--- src/rtl/vlcg_fifo.sv ---
module vlcg_fifo #(
   parameter int WIDTH = 8,
   parameter int DEPTH = 4
) (
   input  logic             clock,
   input  logic             reset,
   input  logic             in_valid,
   output logic             in_ready,
   input  logic [WIDTH-1:0] in_data,
   output logic             out_valid,
   input  logic             out_ready,
   output logic [WIDTH-1:0] out_data
);

   localparam int PTR_BITS = $clog2(DEPTH);
   localparam int CNT_BITS = $clog2(DEPTH + 1);

   logic [WIDTH-1:0]    mem_ff [DEPTH];
   logic [PTR_BITS-1:0] wr_ptr_ff, wr_ptr_in, rd_ptr_ff, rd_ptr_in;
   logic [CNT_BITS-1:0] count_ff, count_in;
   logic                push, pop;

   assign in_ready  = (count_ff != CNT_BITS'(DEPTH));
   assign out_valid = (count_ff != '0);
   assign out_data  = mem_ff[rd_ptr_ff];
   assign push      = in_valid && in_ready;
   assign pop       = out_valid && out_ready;

   always_comb begin
      wr_ptr_in = wr_ptr_ff;
      rd_ptr_in = rd_ptr_ff;
      count_in  = count_ff;
      if (push) begin
         wr_ptr_in = (wr_ptr_ff == PTR_BITS'(DEPTH - 1)) ? '0 : wr_ptr_ff + 1'b1;
      end
      if (pop) begin
         rd_ptr_in = (rd_ptr_ff == PTR_BITS'(DEPTH - 1)) ? '0 : rd_ptr_ff + 1'b1;
      end
      if (push && !pop) begin
         count_in = count_ff + 1'b1;
      end else if (pop && !push) begin
         count_in = count_ff - 1'b1;
      end
   end

   always_ff @(posedge clock) begin
      if (reset) begin
         wr_ptr_ff <= '0;
         rd_ptr_ff <= '0;
         count_ff  <= '0;
      end else begin
         wr_ptr_ff <= wr_ptr_in;
         rd_ptr_ff <= rd_ptr_in;
         count_ff  <= count_in;
      end
   end

   always_ff @(posedge clock) begin
      if (push) begin
         mem_ff[wr_ptr_ff] <= in_data;
      end
   end

endmodule

--- config.mk ---
export PLATFORM = sky130hd
export DESIGN_NAME = vlcg_fifo
export DESIGN_NICKNAME = d
export VERILOG_FILES = /design/src/rtl/vlcg_fifo.sv
export SDC_FILE = /design/constraint.sdc
export NUM_CORES = 1
export LEC_CHECK = 0
export BUFFER_PORTS_ARGS = -buffer_cell sky130_fd_sc_hd__buf_2
export CELL_PAD_IN_SITES_DETAIL_PLACEMENT = 0
export CELL_PAD_IN_SITES_GLOBAL_PLACEMENT = 1
export CORE_ASPECT_RATIO = 1.4
export CORE_MARGIN = 10
export CORE_UTILIZATION = 50
export CTS_BUF_LIST = sky130_fd_sc_hd__clkbuf_16
export DETAILED_ROUTE_END_ITERATION = 8
export GPL_TIMING_DRIVEN = 0
export PLACE_DENSITY = 0.89
export RECOVER_POWER = 50
export SYNTH_ARGS = -nofsm -noshare
export SYNTH_HDL_FRONTEND = slang
export SYNTH_SLANG_ARGS = --single-unit
--- constraint.sdc ---
create_clock -name clock -period 5.8 [get_ports clock]
set_input_delay 0.87 -clock clock [delete_from_list [all_inputs] [get_ports clock]]
set_output_delay 0.87 -clock clock [all_outputs]
set_load 0.1 [all_outputs]
==> metrics.cfg <==
[clock_network]
root_buffer = clkbuf_16
cts_tree = built
hold_buffers = 0
clockBufferDepth = 2
cts_sinks = 41
cts_max_level = 2
path_clk_slew_ps = 50
clk_latency_ps = 280
post_cts_resized = 0
cts_made_buffers = 5
post_cts.repair.setup_buffers = 0

[floorplan]
coreArea_um2 = 3120
io_pins = 22
rows = 24
die_h_um = 87.6
die_area_um2 = 5990
die_w_um = 68.3
start_util_pct = 52.3

[logic_synthesis]
yosysTopAreaCellShare_pct = 58.8
synthTopCellsByArea = edfxtp_1 (59%), dfxtp_1 (11%), mux4_2 (11%), ha_1 (4.6%), mux2i_1 (1.8%)
synth-async-reset-ratio_pct = 0
synthFlopType = edfxtp_1
synth_nets = 109
yosysMostFrequentCell = edfxtp_1
syn_area_per_cell_um2 = 18.2
synth-edff-count = 32
synthesis.area_um2 = 1630
yosys.area.top_type = edfxtp_1
synthCells = 90
seq_area_frac_synth_pct = 69.8
synth.distinct_cells = 26
yosysWarningCount = 0
synth_seq_cells = 41
synthTopCellsByCount = edfxtp_1 (32), dfxtp_1 (9), mux4_2 (8)

[critical_path]
required_ps = 4930
worstReg2RegStart = count_ff[0]$_SDFFE_PP0P_
critPathMostFrequentCell = buf_2
crit_type = reg2out
slowest_delay_ps = 550
cp.arrival_ps = 1720
r2r_slack_ps = 3300
rr_worst_depth = 9
cp_slowest_cell = mux4_2
end_kind = output port
r2r_end = count_ff[2]$_SDFFE_PP0P_
path_cells = buf_2 -> mux4_2 -> buf_2
crit_fanout = 8
start_kind = flop

[final_layout]
fin_cells = 157
nNetsFinal = 136
design_area_um2 = 1930
drive_gt1_share_pct = 28.0
num_antenna_cells = 0
syn_to_final_growth_pct = 18.1

[detailed_routing]
routed_wl_um = 2720
drtIter0Drc = 31
viasPerCell = 5.31
avgRoutedWirePerCell_um = 17.3
ant_nets = 0
drc = 0
drt_first_pass_iters = 4
num_vias = 834

[power]
irDropWorstVdd_uv = 451
p_leak_uw = 0.000707
powerDensity_nw_per_um2 = 576

[timing]
timing.setup.tns_ps = 0
worst_pin_slew_ps = 514
post-route-period-util_pct = 44.6
setup_viol = 0
holdWs_ps = 512
max_freq_ghz = 0.386
fin_crit_ps = 2590
hold_violations = 0
clock_skew_ps = 3.41
slew-limit-headroom_pct = 65.4
slew_violations = 0
rsz0062_at_grt = no

[global_routing]
grt_max_degree = 13
grt_first_pass_wirelength_um = 4550
grt_pass1_vias = 948
grt_usage_pct = 10.4
grt_overflow = 0
antenna_found_initial = 0

[placement]
hpwl_um = 1960
dpl_cell_area_um2 = 1780
place_inst = 149
numPortBuffers = 20
gp_congestion = 0.685

[run_status]
outcome = finished, final reports clean

[hold_path]
min_to = rd_ptr_ff[0]$_SDFFE_PP0P_
min_from = rd_ptr_ff[0]$_SDFFE_PP0P_
min_path_type = reg2reg
min_path_cells = 2

[job]
cap_violations = 0

sequential cells by signal, summed over array words and instances (netlist names), named ones only:
name / count
wr_ptr_ff: 2
rd_ptr_ff: 2
count_ff: 3
mem_ff: 32
cells in the final DEF, fill, tap and decap left out, drive strengths merged, types with 2 or more instances in the layout:
cell,netlist,layout
nand2b,2,2
xor2,2,2
buf,2,14
or3,3,3
inv,3,4
a21oi,2,2
ha,6,6
clkbuf,2,15
nor2,3,3
mux2i,3,3
o31ai,2,2
and3,4,4
dfxtp,9,9
edfxtp,32,32
mux4,8,8
metal layers:
layer  track usage [%]  wire, µm
met3              3.58       197
met1              10.1       997
met2              18.6      1480
met5                 0         0
met4              4.95        50
power by group:
| group | switching [µW] | leakage (µW) | internal (µW) |
|---|---|---|---|
| clock network | 99.2 | 0.0000826 | 200 |
| registers | 24.5 | 0.000367 | 362 |
| logic | 321 | 0.000257 | 106 |
| total | 444 | 0.000707 | 668 |
through the flow:
| step | util [%] | power (µW) | setup slack [ps] |
|---|---|---|---|
| 2_1_floorplan | - | 756 | 3210 |
| 3_3_place_gp | 57.1 | 813 | 3220 |
| 3_5_place_dp | 57.1 | 828 | 3200 |
| 4_1_cts | 62.3 | 1130 | 3180 |
| 5_1_grt | 61.8 | 1170 | 3020 |
| 6_report | 61.8 | 1110 | 3210 |
how the worst max path moves through the flow:
stage                                           to
final                                  out_data[4]
after global routing      count_ff[2]$_SDFFE_PP0P_
after CTS                              out_data[7]
after detailed placement  count_ff[2]$_SDFFE_PP0P_
after global placement    count_ff[2]$_SDFFE_PP0P_
after floorplan           count_ff[2]$_SDFFE_PP0P_
area by class of cell:
| cell class | instances | area, µm² |
|---|---|---|
| clock inverter | 3 | 37.5 |
| timing repair buffer | 20 | 90.1 |
| multi-input combinational | 42 | 460 |
| tap | 39 | 48.8 |
| clock buffer | 5 | 125 |
| fill | 243 | 1190 |
| sequential | 41 | 1140 |
| inverter | 3 | 11.3 |
| buffer | 4 | 16.3 |
cells by family (layout without fill, tap and decap cells):
logic type      after synthesis  after routing  synth area share, %
simple gates                 17             17                 6.51
buf+inv                       7             35                 1.76
xor+xnor                      2              2                 1.07
compound gates                5              5                 2.14
fa+ha+maj                     7              7                 5.82
mux                          11             11                 12.9
flops                        41             41                 69.8
critical path, delay by kind of cell (launching register included):
family                 cells  cell delay [ps]
buffers and inverters      2              590
muxes                      1              550
DFF                        1              300
Power figures use the tool's default switching activity.
