File: config.mk
export PLATFORM = sky130hd
export DESIGN_NAME = vlcg_front
export DESIGN_NICKNAME = d
export VERILOG_FILES = /design/src/rtl/vlcg_pkg.sv /design/src/rtl/vlcg_front.sv
export SDC_FILE = /design/constraint.sdc
export NUM_CORES = 1
export LEC_CHECK = 0
export BUFFER_PORTS_ARGS = -buffer_cell sky130_fd_sc_hd__buf_2
export CAP_MARGIN = 10
export CORE_AREA = 3 3 132 134
export CTS_CLUSTER_DIAMETER = 120
export DETAILED_ROUTE_END_ITERATION = 8
export DIE_AREA = 0 0 135 137
export HOLD_SLACK_MARGIN = 0.08
export PLACE_DENSITY = 0.73
export SLEW_MARGIN = 25
export SYNTH_ARGS = -nofsm -noshare
export SYNTH_HDL_FRONTEND = slang
export SYNTH_SLANG_ARGS = --single-unit
File: constraint.sdc
create_clock -name clock -period 4.6 [get_ports clock]
set_input_delay 0 -clock clock [delete_from_list [all_inputs] [get_ports clock]]
set_output_delay 0 -clock clock [all_outputs]
set_load 0.1 [all_outputs]
File: src/rtl/vlcg_pkg.sv
package vlcg_pkg;

   localparam int TABLE_SIDE_DEF   = 64;
   localparam int CHANNEL_BITS_DEF = 16;
   localparam int MAX_DIM_DEF      = 4096;

   localparam int QUEUE_DEPTH = 4;
   localparam int OUT_DEPTH   = 8;

   localparam int CH_BITS       = 16;
   localparam int COORD_BITS    = 20;
   localparam int TINDEX_BITS   = 18;
   localparam int DIM_REG_BITS  = 13;
   localparam int STEP_BITS     = 18;
   localparam int REQ_DATA_BITS = 120;
   localparam int REQ_USER_BITS = 2;
   localparam int RSP_DATA_BITS = 48;
   localparam int CSR_IDX_BITS  = 3;
   localparam int CSR_DATA_BITS = 18;

   localparam logic OP_PIXEL = 1'b0;
   localparam logic OP_WRITE = 1'b1;

   localparam logic [CSR_IDX_BITS-1:0] CSR_FRAME_WIDTH  = 3'd0;
   localparam logic [CSR_IDX_BITS-1:0] CSR_FRAME_HEIGHT = 3'd1;
   localparam logic [CSR_IDX_BITS-1:0] CSR_U_STEP       = 3'd2;
   localparam logic [CSR_IDX_BITS-1:0] CSR_V_STEP       = 3'd3;
   localparam logic [CSR_IDX_BITS-1:0] CSR_GRADE_ENABLE = 3'd4;

   localparam logic [DIM_REG_BITS-1:0] FRAME_WIDTH_RST  = 13'd640;
   localparam logic [DIM_REG_BITS-1:0] FRAME_HEIGHT_RST = 13'd480;
   localparam logic [STEP_BITS-1:0]    U_STEP_RST       = 18'd205;
   localparam logic [STEP_BITS-1:0]    V_STEP_RST       = 18'd273;

   // minus one and the positive limit in signed Q4.16
   localparam logic signed [COORD_BITS-1:0] COORD_MINUS_ONE = 20'shF0000;
   localparam logic signed [COORD_BITS-1:0] COORD_MAX       = 20'sh7FFFF;

   typedef struct packed {
      logic [DIM_REG_BITS-1:0] frame_width;
      logic [DIM_REG_BITS-1:0] frame_height;
      logic [STEP_BITS-1:0]    u_step;
      logic [STEP_BITS-1:0]    v_step;
      logic                    grade_enable;
   } cfg_type;

   typedef struct packed {
      logic                         op;
      logic                         eof;
      logic [CH_BITS-1:0]           red;
      logic [CH_BITS-1:0]           green;
      logic [CH_BITS-1:0]           blue;
      logic signed [COORD_BITS-1:0] u_coord;
      logic signed [COORD_BITS-1:0] v_coord;
      logic [TINDEX_BITS-1:0]       tbl_index;
      logic [CH_BITS-1:0]           tbl_red;
      logic [CH_BITS-1:0]           tbl_green;
      logic [CH_BITS-1:0]           tbl_blue;
   } entry_type;

endpackage

File: src/rtl/vlcg_front.sv
module vlcg_front #(
   parameter int CHANNEL_BITS = 16,
   parameter int MAX_DIM      = 4096
) (
   input  logic                                     clock,
   input  logic                                     reset,
   input  vlcg_pkg::cfg_type                        cfg,
   input  logic                                     req_tvalid,
   output logic                                     req_tready,
   input  logic [vlcg_pkg::REQ_DATA_BITS-1:0]       req_tdata,
   input  logic [vlcg_pkg::REQ_USER_BITS-1:0]       req_tuser,
   output logic                                     q_valid,
   input  logic                                     q_ready,
   output vlcg_pkg::entry_type                      q_data
);
   import vlcg_pkg::*;

   localparam int CNT_BITS = $clog2(MAX_DIM);
   localparam int DIM_BITS = $clog2(MAX_DIM + 1);
   localparam int CMP_BITS = (DIM_BITS > DIM_REG_BITS) ? DIM_BITS : DIM_REG_BITS;
   localparam logic [CH_BITS-1:0] CH_MASK = CH_BITS'((32'd1 << CHANNEL_BITS) - 1);

   logic signed [COORD_BITS-1:0] u_ff, u_in, v_ff, v_in;
   logic signed [COORD_BITS-1:0] u_cur, v_cur, u_sum_sat, v_sum_sat;
   logic signed [COORD_BITS:0]   u_sum, v_sum;
   logic [CNT_BITS-1:0]          col_ff, col_in, row_ff, row_in, col_cur, row_cur;
   logic [CMP_BITS-1:0]          width_eff, height_eff;
   logic                         op, sof, last_col, last_row, accept_pixel;

   function automatic logic [CMP_BITS-1:0] clamp_dim(input logic [DIM_REG_BITS-1:0] d);
      logic [CMP_BITS-1:0] r;
      if (d == '0) begin
         r = CMP_BITS'(1);
      end else if (CMP_BITS'(d) > CMP_BITS'(MAX_DIM)) begin
         r = CMP_BITS'(MAX_DIM);
      end else begin
         r = CMP_BITS'(d);
      end
      return r;
   endfunction

   assign op  = req_tuser[0];
   assign sof = req_tuser[1];

   assign req_tready   = q_ready;
   assign q_valid      = req_tvalid;
   assign accept_pixel = req_tvalid && q_ready && (op == OP_PIXEL);

   // start of frame restarts the position before this pixel
   assign u_cur   = sof ? COORD_MINUS_ONE : u_ff;
   assign v_cur   = sof ? COORD_MINUS_ONE : v_ff;
   assign col_cur = sof ? '0 : col_ff;
   assign row_cur = sof ? '0 : row_ff;

   assign width_eff  = clamp_dim(cfg.frame_width);
   assign height_eff = clamp_dim(cfg.frame_height);
   assign last_col   = CMP_BITS'(col_cur) >= (width_eff - 1'b1);
   assign last_row   = CMP_BITS'(row_cur) >= (height_eff - 1'b1);

   assign u_sum     = (COORD_BITS + 1)'(u_cur) + $signed({3'b000, cfg.u_step});
   assign v_sum     = (COORD_BITS + 1)'(v_cur) + $signed({3'b000, cfg.v_step});
   assign u_sum_sat = (u_sum > (COORD_BITS + 1)'(COORD_MAX)) ? COORD_MAX : u_sum[COORD_BITS-1:0];
   assign v_sum_sat = (v_sum > (COORD_BITS + 1)'(COORD_MAX)) ? COORD_MAX : v_sum[COORD_BITS-1:0];

   always_comb begin
      u_in   = u_ff;
      v_in   = v_ff;
      col_in = col_ff;
      row_in = row_ff;
      if (accept_pixel) begin
         u_in   = u_cur;
         v_in   = v_cur;
         row_in = row_cur;
         if (last_col) begin
            col_in = '0;
            u_in   = COORD_MINUS_ONE;
            if (last_row) begin
               row_in = '0;
               v_in   = COORD_MINUS_ONE;
            end else begin
               row_in = row_cur + 1'b1;
               v_in   = v_sum_sat;
            end
         end else begin
            col_in = col_cur + 1'b1;
            u_in   = u_sum_sat;
         end
      end
   end

   always_ff @(posedge clock) begin
      if (reset) begin
         u_ff   <= COORD_MINUS_ONE;
         v_ff   <= COORD_MINUS_ONE;
         col_ff <= '0;
         row_ff <= '0;
      end else begin
         u_ff   <= u_in;
         v_ff   <= v_in;
         col_ff <= col_in;
         row_ff <= row_in;
      end
   end

   always_comb begin
      q_data.op        = op;
      q_data.eof       = last_col && last_row;
      q_data.red       = req_tdata[15:0] & CH_MASK;
      q_data.green     = req_tdata[31:16] & CH_MASK;
      q_data.blue      = req_tdata[47:32] & CH_MASK;
      q_data.u_coord   = u_cur;
      q_data.v_coord   = v_cur;
      q_data.tbl_index = req_tdata[65:48];
      q_data.tbl_red   = req_tdata[81:66] & CH_MASK;
      q_data.tbl_green = req_tdata[97:82] & CH_MASK;
      q_data.tbl_blue  = req_tdata[113:98] & CH_MASK;
   end

endmodule

==> results.py, run 1 <==
metrics = {
    "status": {
        "status": "finished, final reports clean",
    },
    "clocking": {
        "root_buffer": "clkbuf_16",
        "clock_latency_ps": 330,
        "cts_made_buffers": 9,
        "cts.sinks": 64,
        "cts_tree": "yes",
        "clockBufferDepth": 2,
        "htree_num_levels": 3,
        "clk_pin_slew_ps": 50,
    },
    "detailed_routing": {
        "drtIter0Drc": 305,
        "wire_per_inst_um": 14.7,
        "dr_total_vias": 6322,
        "drc": 0,
        "viasPerCell": 5.18,
        "wirelength_um": 18000,
        "ant_nets": 0,
        "first_pass_iters": 4,
    },
    "synthesis": {
        "synth_area_um2": 6770,
        "synthCells": 892,
        "synth_nets": 1147,
        "synthMuxAreaShare_pct": 0,
        "ys_types": 68,
        "syn_area_per_cell_um2": 7.59,
        "synthAdderAreaFrac_pct": 12.4,
        "synth_top_family_by_area": "simple AND/OR/NAND/NOR gates",
        "synthArstFlopShare_pct": 0,
        "synth_compound_area_share_pct": 22.3,
        "yosysSeqAreaShare_pct": 18.9,
        "yosys_warnings": 0,
        "synth-seq-cells": 64,
        "synth_xor_xnor_area_share_pct": 5.30,
        "synth-edff-count": 0,
        "synth_flop_cell": "dfxtp_1",
        "yosys.area_share.simple_pct": 24.7,
    },
    "final_layout": {
        "drive_above_1_share_pct": 16.6,
        "nets": 1252,
        "fill_cells": 1591,
        "final_common_cell": "dlygate4sd3_1",
        "multi_input_area_um2": 4390,
        "area_growth_pct": 20.9,
        "layout_common_cells": "116 x dlygate4sd3_1, 111 x buf_2, 80 x nand2_1",
        "fin_area_um2": 8190,
        "antenna_cells": 0,
        "regArea_um2": 1280,
    },
    "setup_path": {
        "cp.arrival_ps": 4390,
        "reg2reg_depth": 14,
        "crit_path_frequent_cell": "o21ai_0",
        "critPathCaptureType": "flop",
        "worstPathCellList": "buf_2, nor4_4, nand3_2, or3_4, nor2_1, o21ai_0, ha_1, o21ai_0, a21boi_0, ha_1, or4_1, a211oi_1, o21ai_0, a31oi_1, nor2_1, buf_4, and4_1, a311oi_1, o21ai_0, a21oi_1",
        "cp-start-kind": "input port",
        "worst_ep_required_time_ps": 4850,
        "slowest_stage": "or4_1",
        "critical_path_class": "input port to flop",
        "crit_fanout": 13,
        "slowest_delay_ps": 530,
    },
    "global_routing": {
        "antenna_found_initial": 0,
        "grt_max_degree": 35,
        "grt_pass1_vias": 5639,
        "grt_pass1_wl_um": 27100,
        "grt.total_usage_pct": 17.7,
        "grt_overflow": 0,
    },
    "placed_design": {
        "placed_area_um2": 6730,
        "post-place-ws_ps": 173,
        "portBuffers": 111,
        "routabilityCongestion": 0.844,
        "hpwlAfterDp_um": 12400,
    },
    "timing": {
        "finalSetupTns_ps": 0,
        "tightest_slew_ps": 1010,
        "rsz0062_at_grt": "false",
        "final.setup_skew_ps": 6.22,
        "finalCriticalPeriod_ps": 4130,
        "fmax_mhz": 242,
        "slew_headroom_pct": 32.2,
        "maxSlewViolCount": 0,
        "post-route-period-util_pct": 89.9,
        "finalSetupViolCount": 0,
        "hold_violations": 0,
        "fin_ws_ps": 467,
        "hold_slack_ps": 165,
    },
    "worst_hold_path": {
        "hp-class": "input port to flop",
        "worstHoldPathCells": 4,
    },
    "floorplanning": {
        "dieHeight_um": 137,
        "start_util_pct": 41.3,
        "rows": 47,
        "dieWidth_um": 135,
        "io_pins": 347,
        "core_um2": 16400,
        "die_area_um2": 18500,
    },
    "run": {
        "maxCapViolCount": 0,
    },
    "pwr": {
        "powerDensity_nw_per_um2": 250,
        "power.leakage_nw": 3.80,
        "max-vdd-ir-drop_mv": 0.176,
    },
}
[synthesized netlist by cell type (all sizes together), types with 5 or more instances]
cell / instances / area share [%]
dfxtp: 64 / 19
o22a: 6 / 0.78
a31oi: 6 / 0.55
or3: 5 / 0.54
nand3: 15 / 1.2
o21ai: 49 / 3.7
nor2: 62 / 3.6
a211oi: 9 / 1.0
nor3b: 5 / 0.55
nor3: 15 / 1.2
buf: 122 / 14
inv: 24 / 1.3
ha: 64 / 12
nand2b: 16 / 1.5
a22oi: 31 / 3.4
clkbuf: 26 / 1.4
nor2b: 57 / 5.3
o211ai: 7 / 0.85
a21o: 22 / 2.4
xor2: 16 / 2.1
xnor2: 25 / 3.2
a21oi: 75 / 5.7
nand2: 82 / 4.9
or2: 9 / 0.87
o21a: 11 / 1.2
nand4: 8 / 0.83
and3: 14 / 1.3
[sequential cells by signal, summed over array words and instances (netlist names)]
name	flops
col_ff	12
u_ff	20
row_ff	12
v_ff	20
[cells by family after synthesis]
| group | count (synthesis) |
|---|---|
| simple gates | 311 |
| fa+ha+maj | 66 |
| flops | 64 |
| xor+xnor | 41 |
| buf+inv | 172 |
| compound gates | 238 |
[final timing paths]
path	startpoint	endpoint	slack, ps
setup / recovery	cfg[52]	row_ff[11]$_SDFFE_PP0P_	470
hold / removal	cfg[14]	v_ff[13]$_SDFFE_PP0P_	170
setup reg to reg	v_ff[0]$_SDFFE_PP0P_	v_ff[1]$_SDFFE_PP0P_	1250
hold reg to reg	u_ff[4]$_SDFFE_PP0P_	u_ff[4]$_SDFFE_PP0P_	460
[layout make-up]
class / instances / area share [%]
multi-input combinational: 656 / 53.5
timing repair buffer: 242 / 22.6
sequential: 64 / 15.6
tap: 220 / 3.36
clock buffer: 12 / 3.25
inverter: 24 / 1.10
clock inverter: 3 / 0.489
[metrics by stage]
stage,instances,power [W],utilization [%]
detailed placement,1090,0.000875,41.0
CTS,1221,0.00207,49.9
floorplan,892,0.00126,-
global route,1221,0.00213,49.9
finish,1221,0.00205,49.9
global placement,1090,0.000872,41.0
[per-layer routing]
metal | vias up | share of wire, % | global-route usage, %
li1 | 3249 | - | -
met1 | 2828 | 45 | 23.8
met2 | 231 | 48 | 29.6
met3 | 14 | 6.0 | 2.54
met4 | 0 | 1.2 | 5.26
met5 | - | 0 | 0
[timing repair]
| item | in CTS | in global routing |
|---|---|---|
| endpoints found under the hold margin | 116 | 0 |
| setup buffers | 0 | 0 |
| resized for setup | 0 | 0 |
| hold buffers | 116 | 0 |
[where the power goes]
| group | total, W | internal (W) | switching, W |
|---|---|---|---|
| Combinational | 0.000771 | 0.000174 | 0.000598 |
| Clock | 0.000710 | 0.000459 | 0.000251 |
| Sequential | 0.000567 | 0.000563 | 0.00000380 |
| Total | 0.00205 | 0.00120 | 0.000852 |
[critical path, delay by kind of cell]
family / cells / cell delay (ps)
and+or+nand+nor: 7 / 1920
adders and majority gates: 2 / 550
AOI/OAI and AO/OA: 9 / 1560
buffers and inverters: 2 / 330
Note: power is estimated with default switching activity, not from simulation.
==> run 2: changes to the inputs <==
CAP_MARGIN = 25   (was 10)
CELL_PAD_IN_SITES_DETAIL_PLACEMENT = 0   (was unset)
CELL_PAD_IN_SITES_GLOBAL_PLACEMENT = 2   (was unset)
CORE_AREA = unset   (was 3 3 132 134)
CORE_MARGIN = 3   (was unset)
CORE_UTILIZATION = 24   (was unset)
DIE_AREA = unset   (was 0 0 135 137)
PLACE_DENSITY = 0.91   (was 0.73)
==> run 2 against run 1 <==
  * Utilization is 19 points lower
  * Maximum frequency is 2.4% higher
  * Design area is 1.7% higher
  * Die area is 64% higher
  * Sequential cell count stayed put
  * Total power is 0.57% lower
  * Highest routed layer is now met5
==> results.py, run 2 (synthesized netlist as in run 1, its figures left out) <==
metrics = {
    "timing": {
        "rsz0062_at_grt": "false",
        "slew_headroom_pct": 32.1,
        "post-route-period-util_pct": 87.8,
        "fin_ws_ps": 563,
        "finalSetupTns_ps": 0,
        "final.setup_skew_ps": 4.28,
        "maxSlewViolCount": 0,
        "tightest_slew_ps": 1020,
        "hold_violations": 0,
        "fmax_mhz": 248,
        "finalCriticalPeriod_ps": 4040,
        "finalSetupViolCount": 0,
    },
    "worst_hold_path": {
        "min_to": "u_ff[1]$_SDFFE_PP0P_",
        "hp-class": "input port to flop",
        "min-delay-start": "cfg[20]",
        "worstHoldPathCells": 4,
    },
    "floorplanning": {
        "dieHeight_um": 174,
        "start_util_pct": 24.8,
        "die_area_um2": 30300,
        "rows": 60,
        "io_pins": 347,
        "core_um2": 27300,
        "dieWidth_um": 174,
    },
    "detailed_routing": {
        "drc": 0,
        "drtIter0Drc": 316,
        "first_pass_iters": 5,
        "dr_total_vias": 6446,
        "ant_nets": 0,
        "viasPerCell": 4.71,
        "wire_per_inst_um": 13.8,
        "wirelength_um": 19000,
    },
    "pwr": {
        "power.leakage_nw": 3.76,
        "p_total_w": 0.00204,
        "powerDensity_nw_per_um2": 244,
        "max-vdd-ir-drop_mv": 0.153,
    },
    "final_layout": {
        "fin_util_pct": 30.5,
        "multi_input_area_um2": 4390,
        "fill_cells": 2985,
        "drive_above_1_share_pct": 16.5,
        "antenna_cells": 0,
        "final_cells": 1370,
        "top_regs": "u_ff (20), v_ff (20)",
        "regArea_um2": 1280,
        "area_growth_pct": 23.1,
        "nets": 1248,
        "layout_common_cells": "116 x dlygate4sd3_1, 111 x buf_2, 80 x nand2_1",
        "final_common_cell": "dlygate4sd3_1",
    },
    "setup_path": {
        "critical_path_class": "input port to output port",
        "cp.arrival_ps": 4040,
        "reg2reg_depth": 14,
        "cp-start-kind": "input port",
        "slowest_delay_ps": 520,
        "worstPathCellList": "buf_2, nor4_4, nand3_2, or3_4, nor2_1, o21ai_0, ha_1, buf_4, nand3_1, o21ai_0, a21o_1, ha_1, and3_1, a211oi_1, o21ai_0, a31oi_1, or2_4, nor2_2, buf_2",
        "reg2reg_to": "v_ff[1]$_SDFFE_PP0P_",
        "cp_num_buf_inv": 3,
        "crit_path_frequent_cell": "o21ai_0",
        "regToRegStartpoint": "v_ff[0]$_SDFFE_PP0P_",
        "critPathCaptureType": "output port",
        "slowest_stage": "buf_2",
        "rrSetupSlack_ps": 1250,
        "crit_fanout": 11,
        "worst_ep_required_time_ps": 4600,
        "crit_family": "simple AND/OR/NAND/NOR gates",
    },
    "placed_design": {
        "post-place-ws_ps": 186,
        "portBuffers": 111,
        "dpl.cell_count": 1238,
        "hpwlAfterDp_um": 13100,
        "routabilityCongestion": 0.777,
    },
    "global_routing": {
        "antenna_found_initial": 1,
        "grt_pass1_vias": 6024,
        "grt.total_usage_pct": 11.9,
        "grt_overflow": 0,
        "grt_max_degree": 64,
        "grt_pass1_wl_um": 30500,
    },
    "clocking": {
        "post_cts_buffers": 0,
        "clockBufferDepth": 2,
        "root_buffer": "clkbuf_16",
        "cts.sinks": 64,
        "clock_latency_ps": 340,
        "clk_pin_slew_ps": 60,
        "htree_num_levels": 3,
        "cts_made_buffers": 9,
        "cts_tree": "yes",
    },
    "run": {
        "maxCapViolCount": 0,
    },
    "status": {
        "status": "finished, final reports clean",
    },
}
==> run 2: changes by cell type in the layout (fill, tap and decap cells not counted), sizes merged <==
cell | before | now
buf | 126 | 122
clkbuf | 12 | 9
clkinvlp | 0 | 3
inv | 24 | 25
==> run 2: worst min-delay path, stage by stage <==
cell and delay, ps:
buf_2 110, inv_1 70, fa_1 170, o211ai_1 90
==> run 2: worst max-delay path by stage <==
stage                 startpoint                 endpoint  slack [ps]  depth (start not counted)
global placement         cfg[52]  col_ff[11]$_SDFFE_PP0P_         270                         18
finish                   cfg[52]              q_data[154]         560                         19
global route             cfg[52]  row_ff[11]$_SDFFE_PP0P_         110                         20
detailed placement       cfg[52]  col_ff[11]$_SDFFE_PP0P_         190                         18
floorplan           req_tuser[1]     v_ff[4]$_SDFFE_PP0P_           5                         17
CTS                      cfg[52]              q_data[154]         520                         19
==> run 2: through the flow <==
step,instance area (um2),hold slack [ps]
after floorplan,6780,212
after global placement,6880,0.681
after detailed placement,6880,0.681
after CTS,8330,136
after global routing,8340,169
final,8340,149
==> run 2: timing repair <==
action / CTS / global route
hold buffers: 116 / 0
endpoints found under the hold margin: 116 / 0
gates resized for setup: 0 / 0
setup endpoints to repair: 0 / 0
==> run 2: report_power, final <==
part | internal [W] | switching, W | leakage (nW)
clock | 0.000419 | 0.000278 | 0.138
sequential | 0.000563 | 0.00000383 | 0.517
combinational | 0.000173 | 0.000599 | 3.10
==> run 2: layout make-up <==
cell class / instances / area share [%]
inverter: 24 / 1.08
timing repair buffer: 238 / 21.7
tap: 372 / 5.58
clock inverter: 7 / 0.856
clock buffer: 9 / 2.70
multi-input combinational: 656 / 52.7
sequential: 64 / 15.4
==> run 2: routing by layer <==
| layer | GRT usage [%] | vias to the layer above | part of all wire, % |
|---|---|---|---|
| met5 | 0 | - | 0.037 |
| met4 | 2.55 | 2 | 0.75 |
| met3 | 2.47 | 13 | 6.4 |
| li1 | - | 3240 | - |
| met2 | 19.4 | 222 | 45 |
| met1 | 16.2 | 2969 | 47 |
==> run 3: changes to the inputs <==
ABC_AREA = 1   (was unset)
CORE_UTILIZATION = 23   (was 24)
PLACE_DENSITY = 0.84   (was 0.91)
clock period = 4.35 ns   (was 4.6 ns; I/O delays follow)
==> run 3 against run 2 <==
  * Combinational power is 20% higher
  * Via count increased by 17%
  * Total power is 12% higher
  * Design area is 8.2% higher
  * Hold slack lost 7.2 ps
  * First-iteration DRC count is 8.9% lower
  * Register-to-register slack improved by 200 ps
  * Non-clock buffer count did not move
  * Area after synthesis up 9.8%
  * Sequential power up 6.3%
==> results.py, run 3 <==
metrics = {
    "clocking": {
        "clock_latency_ps": 340,
        "cts.sinks": 64,
        "cts_made_buffers": 9,
        "htree_num_levels": 3,
        "clk_pin_slew_ps": 50,
        "postCtsHoldBufs": 114,
        "ctsResizeCount": 0,
        "cts_tree": "yes",
        "root_buffer": "clkbuf_16",
        "post_cts_buffers": 0,
        "clockBufferDepth": 2,
    },
    "status": {
        "status": "finished, final reports clean",
    },
    "synthesis": {
        "synth-seq-cells": 64,
        "synthCells": 1220,
        "synthMuxAreaShare_pct": 0,
        "synth_area_um2": 7440,
        "synth_nets": 1475,
        "synth_top_area_cell": "dfxtp_1",
        "synth_commonest_cells": "300 x nand2_1, 150 x nor2_1, 146 x inv_1, 117 x buf_4, 106 x a21oi_1",
        "yosysSeqAreaShare_pct": 17.2,
        "yosys-top-cells-area": "dfxtp_1 17%, nand2_1 15%, buf_4 12%, ha_1 11%, nor2_1 7.6%",
        "syn_area_per_cell_um2": 6.10,
        "synthAdderAreaFrac_pct": 11.3,
        "synth_xor_xnor_area_share_pct": 6.01,
        "ys_types": 39,
        "yosys.area_share.simple_pct": 31.6,
        "synth_flop_cell": "dfxtp_1",
        "synth_top_family_by_area": "simple AND/OR/NAND/NOR gates",
        "synth_compound_area_share_pct": 12.7,
        "synth-edff-count": 0,
        "yosysMostFrequentCell": "nand2_1",
        "synthArstFlopShare_pct": 0,
        "yosys_warnings": 0,
        "synth_top_area_share_pct": 17.2,
    },
    "floorplanning": {
        "rows": 65,
        "core_um2": 31700,
        "dieWidth_um": 186,
        "io_pins": 347,
        "die_area_um2": 34500,
        "dieHeight_um": 186,
        "start_util_pct": 23.5,
    },
    "setup_path": {
        "critPathCaptureType": "output port",
        "cp.arrival_ps": 3400,
        "crit_fanout": 15,
        "rrSetupSlack_ps": 1450,
        "crit_path_frequent_cell": "nand2_1",
        "crit_family": "simple AND/OR/NAND/NOR gates",
        "slowest_delay_ps": 430,
        "critical_path_class": "input port to output port",
        "cp-start-kind": "input port",
        "worst_ep_required_time_ps": 4350,
        "slowest_stage": "buf_2",
        "cp_num_buf_inv": 3,
    },
    "timing": {
        "hold_violations": 0,
        "finalSetupViolCount": 0,
        "maxSlewViolCount": 0,
        "tightest_slew_ps": 999,
        "fmax_mhz": 294,
        "slew_headroom_pct": 33.2,
        "rsz0062_at_grt": "false",
        "final.setup_skew_ps": 8.74,
        "hold_slack_ps": 141,
        "finalSetupTns_ps": 0,
        "finalCriticalPeriod_ps": 3400,
        "post-route-period-util_pct": 78.2,
    },
    "detailed_routing": {
        "drtIter0Drc": 288,
        "maxUsedRoutingLayer": "met4",
        "drc": 0,
        "first_pass_iters": 6,
        "wl_met3_um": 1080,
        "dr_wl_met2_um": 10300,
        "met1_length_um": 10200,
        "viasPerCell": 4.37,
        "dr_total_vias": 7545,
        "wirelength_um": 22000,
        "wire_per_inst_um": 12.7,
        "ant_nets": 0,
    },
    "final_layout": {
        "nets": 1576,
        "multi_input_area_um2": 4590,
        "final_common_cell": "nand2_1",
        "area_growth_pct": 21.3,
        "antenna_cells": 0,
        "fill_cells": 3557,
        "drive_above_1_share_pct": 12.5,
        "layout_common_cells": "300 x nand2_1, 146 x inv_1, 146 x nor2_1",
        "fin_area_um2": 9020,
        "regArea_um2": 1280,
        "top_regs": "u_ff (20), v_ff (20)",
    },
    "run": {
        "maxCapViolCount": 0,
    },
    "pwr": {
        "power.leakage_nw": 4.25,
        "powerDensity_nw_per_um2": 252,
        "max-vdd-ir-drop_mv": 0.121,
    },
    "placed_design": {
        "placed_area_um2": 7590,
        "hpwlAfterDp_um": 15600,
        "portBuffers": 111,
        "routabilityCongestion": 0.843,
    },
    "global_routing": {
        "grt_max_degree": 65,
        "antenna_found_initial": 0,
        "grt.total_usage_pct": 12.3,
        "grt_pass1_vias": 7151,
        "grt_overflow": 0,
        "grt_pass1_wl_um": 34400,
    },
    "worst_hold_path": {
        "hp-class": "input port to flop",
    },
}
## run 3: where the power goes
part           switching, W  internal (W)  total, W
clock              0.000286      0.000454  0.000739
combinational      0.000722      0.000208  0.000930
sequential       0.00000520      0.000598  0.000603
## run 3: layout make-up
class,instances,share of cell area (%)
clock inverters,4,0.499
multi-input cells,858,50.9
well taps,402,5.57
inverters,150,6.24
repair buffers,238,19.9
clock buffers,11,2.69
flip-flops and latches,64,14.2
## run 3: cell families after synthesis
group | after synthesis
adder cells (fa/ha/maj) | 66
buffers and inverters | 298
AND/OR/NAND/NOR | 565
XOR/XNOR | 51
AO/OA/AOI/OAI | 176
flip-flops | 64
## run 3: metrics by stage
stage	total power, W	worst slack [ps]	std cells	utilization, %
after floorplan	0.00143	41.2	1220	-
after global placement	0.00105	674	1598	23.9
after detailed placement	0.00105	677	1598	23.9
after CTS	0.00232	874	1727	28.4
after global routing	0.00239	538	1727	28.4
final	0.00227	947	1727	28.4
## run 3: final timing paths
check | from | endpoint | cells after the start
max | cfg[60] | q_data[154] | 27
min | cfg[1] | v_ff[0]$_SDFFE_PP0P_ | 6
max reg2reg | v_ff[0]$_SDFFE_PP0P_ | v_ff[9]$_SDFFE_PP0P_ | 17
min reg2reg | u_ff[12]$_SDFFE_PP0P_ | u_ff[12]$_SDFFE_PP0P_ | 2
## run 3: worst register-to-register path, stage by stage (launching register included)
cell and delay, ps:
dfxtp_1 330, inv_1 50, nor2_2 90, ha_1 180
inv_1 60, fa_1 400, nand3b_1 170, nand2_1 100
a21boi_0 170, o21ai_0 210, buf_4 150, nand3_1 110
a21oi_1 240, o21ai_1 110, buf_4 200, nand2_1 80
nand2_1 50, a21oi_1 130
## run 3: metal layers
layer	vias up	track usage (%)
met1	3312	15.7
met3	20	1.64
li1	3973	-
met2	240	21.2
met4	0	4.35
met5	-	0
